===== src/rtl/itpa_pkg.sv =====
// ----------------------------------------------------------------------------
// itpa_pkg
// types and constants for the integer to padded ascii converter
// ----------------------------------------------------------------------------
package itpa_pkg;

    localparam int NUM_DIGITS = 22;
    localparam int DIG_BITS   = 4 * NUM_DIGITS;
    localparam int BCD_DIGITS = 20;
    localparam logic [5:0] MAX_FIELD = 6'd60;

    localparam logic [1:0] RADIX_DEC  = 2'd0;
    localparam logic [1:0] RADIX_OCT  = 2'd1;
    localparam logic [1:0] RADIX_HEX  = 2'd2;
    localparam logic [1:0] RADIX_RSVD = 2'd3;

    localparam logic [7:0] CH_ZERO  = 8'h30;
    localparam logic [7:0] CH_LOWA  = 8'h61;
    localparam logic [7:0] CH_X     = 8'h78;
    localparam logic [7:0] CH_MINUS = 8'h2d;
    localparam logic [7:0] CH_PLUS  = 8'h2b;
    localparam logic [7:0] CH_SPACE = 8'h20;

    typedef struct packed {
        logic [63:0] value;
        logic        is_wide;
        logic        twos_comp;
        logic [1:0]  radix;
        logic [5:0]  field_width;
        logic [5:0]  min_digits;
        logic        has_precision;
        logic        pad_right;
        logic        zero_pad;
        logic        force_plus;
        logic        space_sign;
        logic        alternate_form;
    } in_t;

    typedef struct packed {
        logic [7:0] out_char;
        logic       last;
    } out_t;

endpackage


===== src/rtl/integer_to_padded_ascii_top.sv =====
// ----------------------------------------------------------------------------
// integer_to_padded_ascii_top
// printf-style %d/%o/%x conversion, one ascii character per strobe
// ----------------------------------------------------------------------------
// sequence: accept, then for decimal a shift-and-add-3 binary to bcd
// conversion, leading-zero shifting, a layout step and one character a cycle
// within a segment, pausing at each segment change; octal and hex skip the conversion.
// one item at a time: busy stays high until the last character is out.
// the receiver cannot stall. reset clears the sequencer, digits need none.
// ----------------------------------------------------------------------------
module integer_to_padded_ascii_top (
    input  logic           clk,
    input  logic           rst_n,
    input  logic           start,
    input  itpa_pkg::in_t  arg,
    output logic           busy,
    output logic           strobe,
    output itpa_pkg::out_t result
);
    import itpa_pkg::*;

    typedef enum logic [2:0] {ST_IDLE, ST_CONV, ST_NORM, ST_LAYOUT, ST_EMIT} state_t;
    typedef enum logic [3:0] {
        SG_START, SG_PADL, SG_SIGN, SG_PADZ, SG_PFX0, SG_PFXX, SG_ZEROS, SG_DIGITS, SG_PADR
    } seg_t;

    state_t state_reg;
    seg_t   seg_reg;
    seg_t   seg_next;
    in_t    arg_reg;
    logic [63:0] val_reg;
    logic [DIG_BITS-1:0] dig_reg;
    logic [5:0] bit_cnt_reg;
    logic [4:0] ndig_reg;
    logic [7:0] sign_ch_reg;
    logic       has_sign_reg;
    logic       qlen_reg;
    logic [5:0] zeros_reg;
    logic [5:0] pad_reg;
    logic [5:0] cnt_reg;
    logic [5:0] rem_reg;
    logic [5:0] seg_len;

    logic [63:0] raw, mag;
    logic        neg;
    logic [65:0] magx;
    logic [DIG_BITS-1:0] load_dig;
    logic [4*BCD_DIGITS-1:0] bcd_adj;
    logic [5:0] width_s, prec_s, prec_f, zeros_c;
    logic       qlen_c;
    logic [6:0] body_c, total_c;
    logic [5:0] pad_c;
    logic [3:0] top_d;
    logic [7:0] cur_ch;

    always_comb
    begin
        raw = arg.is_wide ? arg.value : {{32{arg.value[31]}}, arg.value[31:0]};
        neg = arg.twos_comp && raw[63];
        mag = neg ? (~raw + 64'd1) : raw;
        if (!arg.is_wide)
        begin
            mag[63:32] = 32'd0;
        end
        magx = {2'b00, mag};
        load_dig = '0;
        if (arg.radix == RADIX_OCT)
        begin
            for (int i = 0; i < NUM_DIGITS; i++)
            begin
                load_dig[4*i +: 4] = {1'b0, magx[3*i +: 3]};
            end
        end
        else if (arg.radix == RADIX_HEX)
        begin
            for (int i = 0; i < 16; i++)
            begin
                load_dig[4*i +: 4] = mag[4*i +: 4];
            end
        end
    end

    always_comb
    begin
        for (int i = 0; i < BCD_DIGITS; i++)
        begin
            bcd_adj[4*i +: 4] = (dig_reg[4*i +: 4] >= 4'd5) ?
                                (dig_reg[4*i +: 4] + 4'd3) : dig_reg[4*i +: 4];
        end
    end

    always_comb
    begin
        width_s = (arg_reg.field_width > MAX_FIELD) ? MAX_FIELD : arg_reg.field_width;
        prec_s  = arg_reg.has_precision ? arg_reg.min_digits : 6'd1;
        if (prec_s > MAX_FIELD)
        begin
            prec_s = MAX_FIELD;
        end
        prec_f = prec_s;
        if (arg_reg.alternate_form && arg_reg.radix == RADIX_OCT
            && prec_s <= {1'b0, ndig_reg})
        begin
            prec_f = {1'b0, ndig_reg} + 6'd1;
        end
        qlen_c  = arg_reg.alternate_form && arg_reg.radix == RADIX_HEX
                  && ndig_reg != 5'd0;
        zeros_c = (prec_f > {1'b0, ndig_reg}) ? (prec_f - {1'b0, ndig_reg}) : 6'd0;
        body_c  = {6'd0, has_sign_reg} + {5'd0, qlen_c, 1'b0} + {1'b0, zeros_c}
                + {2'd0, ndig_reg};
        pad_c   = ({1'b0, width_s} > body_c) ? (width_s - body_c[5:0]) : 6'd0;
        total_c = body_c + {1'b0, pad_c};
    end

    always_comb
    begin
        case (seg_reg)
            SG_START:  seg_next = SG_PADL;
            SG_PADL:   seg_next = SG_SIGN;
            SG_SIGN:   seg_next = SG_PADZ;
            SG_PADZ:   seg_next = SG_PFX0;
            SG_PFX0:   seg_next = SG_PFXX;
            SG_PFXX:   seg_next = SG_ZEROS;
            SG_ZEROS:  seg_next = SG_DIGITS;
            SG_DIGITS: seg_next = SG_PADR;
            default:   seg_next = SG_PADR;
        endcase
        case (seg_next)
            SG_PADL:   seg_len = (!arg_reg.pad_right && !arg_reg.zero_pad) ? pad_reg : 6'd0;
            SG_SIGN:   seg_len = {5'd0, has_sign_reg};
            SG_PADZ:   seg_len = (!arg_reg.pad_right && arg_reg.zero_pad) ? pad_reg : 6'd0;
            SG_PFX0:   seg_len = {5'd0, qlen_reg};
            SG_PFXX:   seg_len = {5'd0, qlen_reg};
            SG_ZEROS:  seg_len = zeros_reg;
            SG_DIGITS: seg_len = {1'b0, ndig_reg};
            SG_PADR:   seg_len = arg_reg.pad_right ? pad_reg : 6'd0;
            default:   seg_len = 6'd0;
        endcase
    end

    always_comb
    begin
        top_d = dig_reg[DIG_BITS-1 -: 4];
        case (seg_reg)
            SG_PADL:   cur_ch = CH_SPACE;
            SG_SIGN:   cur_ch = sign_ch_reg;
            SG_PFXX:   cur_ch = CH_X;
            SG_DIGITS: cur_ch = (top_d < 4'd10) ? (CH_ZERO + {4'd0, top_d})
                                                : (CH_LOWA + {4'd0, top_d} - 8'd10);
            SG_PADR:   cur_ch = arg_reg.zero_pad ? CH_ZERO : CH_SPACE;
            default:   cur_ch = CH_ZERO;
        endcase
    end

    assign busy = (state_reg != ST_IDLE);

    always_ff @(posedge clk or negedge rst_n)
    begin
        if (!rst_n)
        begin
            state_reg <= ST_IDLE;
            seg_reg   <= SG_START;
            strobe    <= 1'b0;
        end
        else
        begin
            strobe <= 1'b0;
            case (state_reg)
                ST_IDLE:
                begin
                    if (start)
                    begin
                        arg_reg      <= arg;
                        val_reg      <= mag;
                        dig_reg      <= load_dig;
                        bit_cnt_reg  <= 6'd63;
                        ndig_reg     <= 5'(NUM_DIGITS);
                        has_sign_reg <= arg.twos_comp &&
                                        (neg || arg.force_plus || arg.space_sign);
                        sign_ch_reg  <= neg ? CH_MINUS : (arg.force_plus ? CH_PLUS : CH_SPACE);
                        state_reg    <= (arg.radix == RADIX_OCT || arg.radix == RADIX_HEX) ?
                                        ST_NORM : ST_CONV;
                    end
                end
                ST_CONV:
                begin
                    dig_reg   <= {8'd0, bcd_adj[4*BCD_DIGITS-2:0], val_reg[63]};
                    val_reg   <= {val_reg[62:0], 1'b0};
                    bit_cnt_reg <= bit_cnt_reg - 6'd1;
                    if (bit_cnt_reg == 6'd0)
                    begin
                        state_reg <= ST_NORM;
                    end
                end
                ST_NORM:
                begin
                    if (ndig_reg == 5'd0 || top_d != 4'd0)
                    begin
                        state_reg <= ST_LAYOUT;
                    end
                    else
                    begin
                        dig_reg  <= {dig_reg[DIG_BITS-5:0], 4'd0};
                        ndig_reg <= ndig_reg - 5'd1;
                    end
                end
                ST_LAYOUT:
                begin
                    qlen_reg  <= qlen_c;
                    zeros_reg <= zeros_c;
                    pad_reg   <= pad_c;
                    rem_reg   <= total_c[5:0];
                    seg_reg   <= SG_START;
                    cnt_reg   <= 6'd0;
                    state_reg <= (total_c == 7'd0) ? ST_IDLE : ST_EMIT;
                end
                ST_EMIT:
                begin
                    if (cnt_reg == 6'd0)
                    begin
                        seg_reg <= seg_next;
                        cnt_reg <= seg_len;
                    end
                    else
                    begin
                        strobe          <= 1'b1;
                        result.out_char <= cur_ch;
                        result.last     <= (rem_reg == 6'd1);
                        cnt_reg         <= cnt_reg - 6'd1;
                        rem_reg         <= rem_reg - 6'd1;
                        if (seg_reg == SG_DIGITS)
                        begin
                            dig_reg <= {dig_reg[DIG_BITS-5:0], 4'd0};
                        end
                        if (rem_reg == 6'd1)
                        begin
                            state_reg <= ST_IDLE;
                        end
                    end
                end
                default:
                begin
                    state_reg <= ST_IDLE;
                end
            endcase
        end
    end

endmodule


===== config.mk =====
export PLATFORM = sky130hd
export DESIGN_NAME = integer_to_padded_ascii_top
export DESIGN_NICKNAME = d
export VERILOG_FILES = /design/src/rtl/itpa_pkg.sv /design/src/rtl/integer_to_padded_ascii_top.sv
export SDC_FILE = /design/constraint.sdc
export NUM_CORES = 1
export LEC_CHECK = 0
export BUFFER_PORTS_ARGS = -buffer_cell sky130_fd_sc_hd__buf_2
export CORE_UTILIZATION = 55
export DETAILED_ROUTE_END_ITERATION = 10
export PLACE_DENSITY = 0.75
export RECOVER_POWER = 100
export SLEW_MARGIN = 20
export SYNTH_ARGS = -nofsm -noshare
export SYNTH_HDL_FRONTEND = slang
export SYNTH_SLANG_ARGS = --single-unit
export TNS_END_PERCENT = 50

===== constraint.sdc =====
create_clock -name clk -period 16.85 [get_ports clk]
set_clock_uncertainty 0.15 [all_clocks]
set_input_delay 3.37 -clock clk [delete_from_list [all_inputs] [get_ports clk]]
set_output_delay 3.37 -clock clk [all_outputs]
set_load 0.03 [all_outputs]

==> results.toml, run 1 <==
[power]
p_leak_nw = 6.161
ir_worst_vdd_v = 0.00009200
switching_power_w = 0.001164
intPower_w = 0.001747
p_sw_frac = 0.3997
pwr-share-seq = 0.370
p_comb_frac = 0.436
clockPowerShare = 0.194
powerDensity_nw_per_um2 = 171.5

[timing]
fmax_ghz = 0.1036
period_share = 0.5728
hold_violations = 0
rsz0062_at_grt = "no"
relSlewSlack = -1.970
period_minus_slack_ns = 9.652
tns_ns = 0
layout_setup_ws_ns = 7.198
tightest_slew_ns = 4.455
slew_viol_final = 392
setup_violations = 0

[synthesis]
ys.flop_type = "edfxtp_1"
synth_fp_nets = 1777
syn_area_um2 = 15450
avgSynthCellArea_um2 = 9.699
syn_inst = 1593
ys_ff_latch = 226
postSynth.asyncResetShare = 0.03540
synth-edff-count = 218
ys_seq_area_frac = 0.4367
ys_types = 78
yosys_warnings = 0

[floorplanning]
die_w_um = 169.6
die_h_um = 169.6
start_util = 0.5669
ios = 100
rows = 60
core_region_area_um2 = 27250
dieArea_um2 = 28760

[setup_path]
cp_common_cell = "ha_1"
critPathSlowestCell = "nor4_1"
start_kind = "register"
path_buf_inv = 4
worst-setup-path-type = "register to register"
slowest_delay_ns = 0.98
cp_max_fo = 7
required_ns = 17.16
path_delay_family = "compound AO/OA/AOI/OAI gates"
endpoint_kind = "register"
cp_data_arrival_time_ns = 9.96

[clock_network]
insertion_delay_ns = 0.54
path_clk_slew_ns = 0.07
cts-buffers-inserted = 26
cts-root-buf = "clkbuf_16"
clk_path_buf_depth = 3
cts_tree = "yes"
cts_hold_buf = 0
cts_setup_buffers = 0
h-tree-depth = 1
cts.sinks = 226
cts-resized-gates = 0

[min_path]
hp-class = "register to register"

[global_route]
grt_pass1_wl_um = 64510
track_usage = 0.2816
met1_usage = 0.3795
grt_use_met2 = 0.4624
top_usage_layer = "met2"
antenna_found_initial = 0
met3_usage = 0.03941
grt_overflow = 0
grt_pass1_vias = 12350
grt_start_max_net_pins = 94

[final_layout]
nets = 1832
seq_area_um2 = 6746
largest_reg_flops = 88
fin_area_um2 = 16980
syn2layout_area_growth_pct = 9.888
drive_gt1_frac = 0.09353
post-route-util = 0.6230
diodes = 0
fill_cells = 2280
multi_input_area_um2 = 8074
instances_no_fill = 2040

[place]
post_dp_cell_area_um2 = 16230
gp_congestion = 0.9290
dp.cells = 1992
pre_cts_ws_ns = 7.629
port_buffers = 98
detailed_place_hpwl_um = 28240

[routing]
drt-pass1-iter-count = 7
routed_wirelength_um = 40340
ant_nets = 0
routed_via_density = 6.325
drtIter0Drc = 1419
dr_total_vias = 12900
wl_per_cell_um = 19.77
drc_errors = 0

[status]
violations = "max-capacitance violations, max-slew violations"
outcome = "finished with violations"

[job]
maxCapViolCount = 8
-- final timing paths --
path	start	end	slack, ns	cells past startpoint
worst max-delay path	ndig_reg[1]	state_reg[2]	7.20	36
worst min-delay path	val_reg[39]	val_reg[40]	0.38	2
worst max register to register	ndig_reg[1]	state_reg[2]	7.20	36
worst min register to register	val_reg[39]	val_reg[40]	0.38	2
max in group asynchronous	rst_n	strobe	13.54	1
min in group asynchronous	rst_n	seg_reg[3]	2.63	1
-- tightest hold or removal path, delay by kind of cell (launching register included) --
kind               cells  cell delay, ns
DFF                    1            0.32
and+or+nand+nor        1            0.04
AOI/OAI and AO/OA      1            0.06
-- metal layers --
layer,share of wire,up-vias
met1,0.43,6162
met4,0.030,0
met3,0.083,88
li1,-,6060
met5,0,-
met2,0.46,594
-- kinds of logic after synthesis --
kind of cell | synth area share
flops | 0.4367
xor+xnor | 0.06576
other cells | 0.0004861
buf+inv | 0.04146
fa+ha+maj | 0.07985
mux | 0.01085
simple gates | 0.1637
compound gates | 0.2012
-- power by group through the flow --
stage	registers, W	clock network, W	logic, W
2_1_floorplan	0.00104	0	0.000968
5_1_grt	0.00110	0.000587	0.00141
3_3_place_gp	0.00106	0	0.00120
4_1_cts	0.00106	0.000570	0.00126
6_report	0.00108	0.000566	0.00127
3_5_place_dp	0.00107	0	0.00125
-- through the flow --
step	total power, W	hold WS [ns]
2_1_floorplan	0.002009	0.3446
4_1_cts	0.002890	0.3698
3_5_place_dp	0.002319	0.3608
5_1_grt	0.003102	0.3941
6_report	0.002911	0.3771
3_3_place_gp	0.002262	0.3498
-- cell usage after synthesis (12+ instances only) --
cell type,instances,area [um^2]
edfxtp_1,218,6546
o21ai_0,137,685.7
nand2_1,134,503.0
a21oi_1,127,635.6
nor2_1,120,450.4
ha_1,89,1114
inv_1,83,311.6
clkbuf_1,70,262.8
xnor2_1,67,586.8
xor2_1,49,429.2
o221ai_1,44,385.4
nor3_1,37,185.2
nand2b_1,32,200.2
a22oi_1,30,225.2
nor3b_1,27,202.7
o31ai_1,20,150.1
a31oi_1,19,118.9
nand3_1,17,85.08
nor2b_1,17,106.4
o22ai_1,16,100.1
and2_1,14,87.58
nor4_1,12,75.07
-- layout make-up --
cell class / instances / area share
clock buffers: 32 / 0.04149
clock inverters: 16 / 0.008107
inverters: 84 / 0.01857
multi-input cells: 1200 / 0.4756
flip-flops and latches: 226 / 0.3974
well taps: 372 / 0.02742
repair buffers: 110 / 0.03147
-- layout by cell type (no fill, tap or decap), drive strengths merged, types with 12 or more instances in the layout --
| master | count |
|---|---|
| a21oi | 127 |
| a22oi | 30 |
| a31oi | 19 |
| and2 | 15 |
| buf | 87 |
| clkbuf | 55 |
| clkinv | 12 |
| edfxtp | 218 |
| ha | 89 |
| inv | 83 |
| nand2 | 134 |
| nand2b | 32 |
| nand3 | 17 |
| nor2 | 120 |
| nor2b | 17 |
| nor3 | 37 |
| nor3b | 27 |
| nor4 | 17 |
| o21ai | 139 |
| o221ai | 44 |
| o22ai | 16 |
| o31ai | 21 |
| xnor2 | 67 |
| xor2 | 49 |
Note: power is estimated with default switching activity, not from simulation.
==> inputs of run 2 (changes only) <==
Settings changed: PLACE_DENSITY 0.75 to 0.78.
Clock period 16.85 ns to 8.7 ns, I/O delays scaled along.
==> results.toml, run 2 (synthesis gave the netlist of run 1 again) <==
[power]
p_leak_nw = 6.212
finalPower_w = 0.005672
switching_power_w = 0.002242
powerDensity_nw_per_um2 = 331.7
p_comb_frac = 0.436
intPower_w = 0.003430
pwr-share-seq = 0.367
clockPowerShare = 0.198
ir_worst_vdd_v = 0.0002451
p_sw_frac = 0.3953

[global_route]
grt_pass1_vias = 12240
track_usage = 0.2750
grt_start_max_net_pins = 106
antenna_found_initial = 1
grt_overflow = 0
grt_pass1_wl_um = 63270

[clock_network]
cts-root-buf = "clkbuf_16"
insertion_delay_ns = 0.54
cts_hold_buf = 0
path_clk_slew_ns = 0.06
cts.sinks = 226
cts-buffers-inserted = 25
h-tree-depth = 1
cts_tree = "yes"
clk_path_buf_depth = 3

[setup_path]
worst-setup-path-type = "register to register"
setup.worst_path.end = "state_reg[2]"
start_kind = "register"
required_ns = 8.98
cp_data_arrival_time_ns = 8.45
endpoint_kind = "register"
rr_startpoint = "arg_reg[9]"
critPathSlowestCell = "fa_1"
critPathLaunch = "arg_reg[9]"
cp_common_cell = "ha_1"
cp_max_fo = 5
reg2reg_depth = 37
r2r-end = "state_reg[2]"
slowest_delay_ns = 0.44
reg2reg_slack_ns = 0.52

[timing]
period_minus_slack_ns = 8.178
hold_violations = 0
tns_ns = 0
layout_setup_ws_ns = 0.5216
tightest_slew_ns = 4.170
fmax_ghz = 0.1223
setup_violations = 0
relSlewSlack = -1.780
slew_viol_final = 399
rsz0062_at_grt = "no"
holdWs_ns = 0.3696
period_share = 0.9400

[final_layout]
diodes = 0
multi_input_area_um2 = 8125
seq_area_um2 = 6746
fill_cells = 2202
drive_gt1_frac = 0.1009
syn2layout_area_growth_pct = 10.68
final_cell_mix = "218 x edfxtp_1, 134 x nand2_1, 134 x o21ai_0, 126 x a21oi_1, 119 x nor2_1"
layout_commonest_cell = "edfxtp_1"
nets = 1841
largest_reg_flops = 88
post-route-util = 0.6275

[routing]
drtIter0Drc = 1354
wl_per_cell_um = 19.50
routed_wirelength_um = 39910
dr_total_vias = 12930
routed_via_density = 6.315
drt-pass1-iter-count = 7
ant_nets = 0
drc_errors = 0

[place]
detailed_place_hpwl_um = 27900
gp_congestion = 0.9480
pre_cts_ws_ns = -0.08039
port_buffers = 98

[floorplanning]
die_h_um = 169.6
rows = 60
dieArea_um2 = 28760
core_region_area_um2 = 27250
start_util = 0.5669
ios = 100
die_w_um = 169.6

[status]
violations = "max-capacitance violations, max-slew violations"
outcome = "finished with violations"

[min_path]
hp-class = "register to register"

[job]
maxCapViolCount = 8
run 2: through the flow:
stage               cells  instance area, um^2
global placement     1996                16260
finish               2047                17100
CTS                  2041                17110
detailed placement   1996                16260
floorplan            1593                15460
global route         2047                17100
run 2: layout make-up:
type                            instances  share of cell area
Multi-Input combinational cell       1200              0.4752
Sequential cell                       226              0.3945
Clock buffer                           27             0.03702
Timing Repair Buffer                  120             0.03512
Tap cell                              372             0.02722
Inverter                               84             0.01844
Clock inverter                         18             0.01251
run 2: worst min path at each step:
stage | cells past startpoint | end | slack (ns) | from
6_report | 1 | dig_reg[86] | 0.37 | dig_reg[82]
2_1_floorplan | 2 | val_reg[44] | 0.34 | val_reg[43]
3_5_place_dp | 2 | val_reg[55] | 0.36 | val_reg[54]
4_1_cts | 1 | dig_reg[86] | 0.37 | dig_reg[82]
3_3_place_gp | 2 | val_reg[32] | 0.35 | val_reg[31]
5_1_grt | 2 | val_reg[42] | 0.40 | val_reg[41]
run 2: repair_timing:
action,CTS,global route
resized for setup,1,11
setup buffers,0,6
endpoints found under the setup margin,1,3
endpoints found under the hold margin,0,0
pin swaps,0,7
cloned,0,0
run 2: power groups by stage:
stage               clock network (W)  logic [W]  registers, W
floorplan                           0    0.00188       0.00200
global placement                    0    0.00233       0.00206
detailed placement                  0    0.00242       0.00207
CTS                           0.00113    0.00244       0.00205
global route                  0.00116    0.00275       0.00213
finish                        0.00112    0.00247       0.00208
run 2: metal layers:
metal | GRT usage | share of wire | wire [um]
met2 | 0.4494 | 0.46 | 18440
met1 | 0.3746 | 0.42 | 16810
met4 | 0.08970 | 0.029 | 1138
met5 | 0 | 0.00033 | 13
met3 | 0.04151 | 0.088 | 3503
run 2: critical path: cells and delay by family (launching register included):
family	cells	cell delay, ns
AO/OA/AOI/OAI	14	2.30
adder cells (fa/ha/maj)	9	2.84
buffers and inverters	3	0.37
flip-flops	1	0.36
multiplexers	1	0.33
AND/OR/NAND/NOR	10	1.74
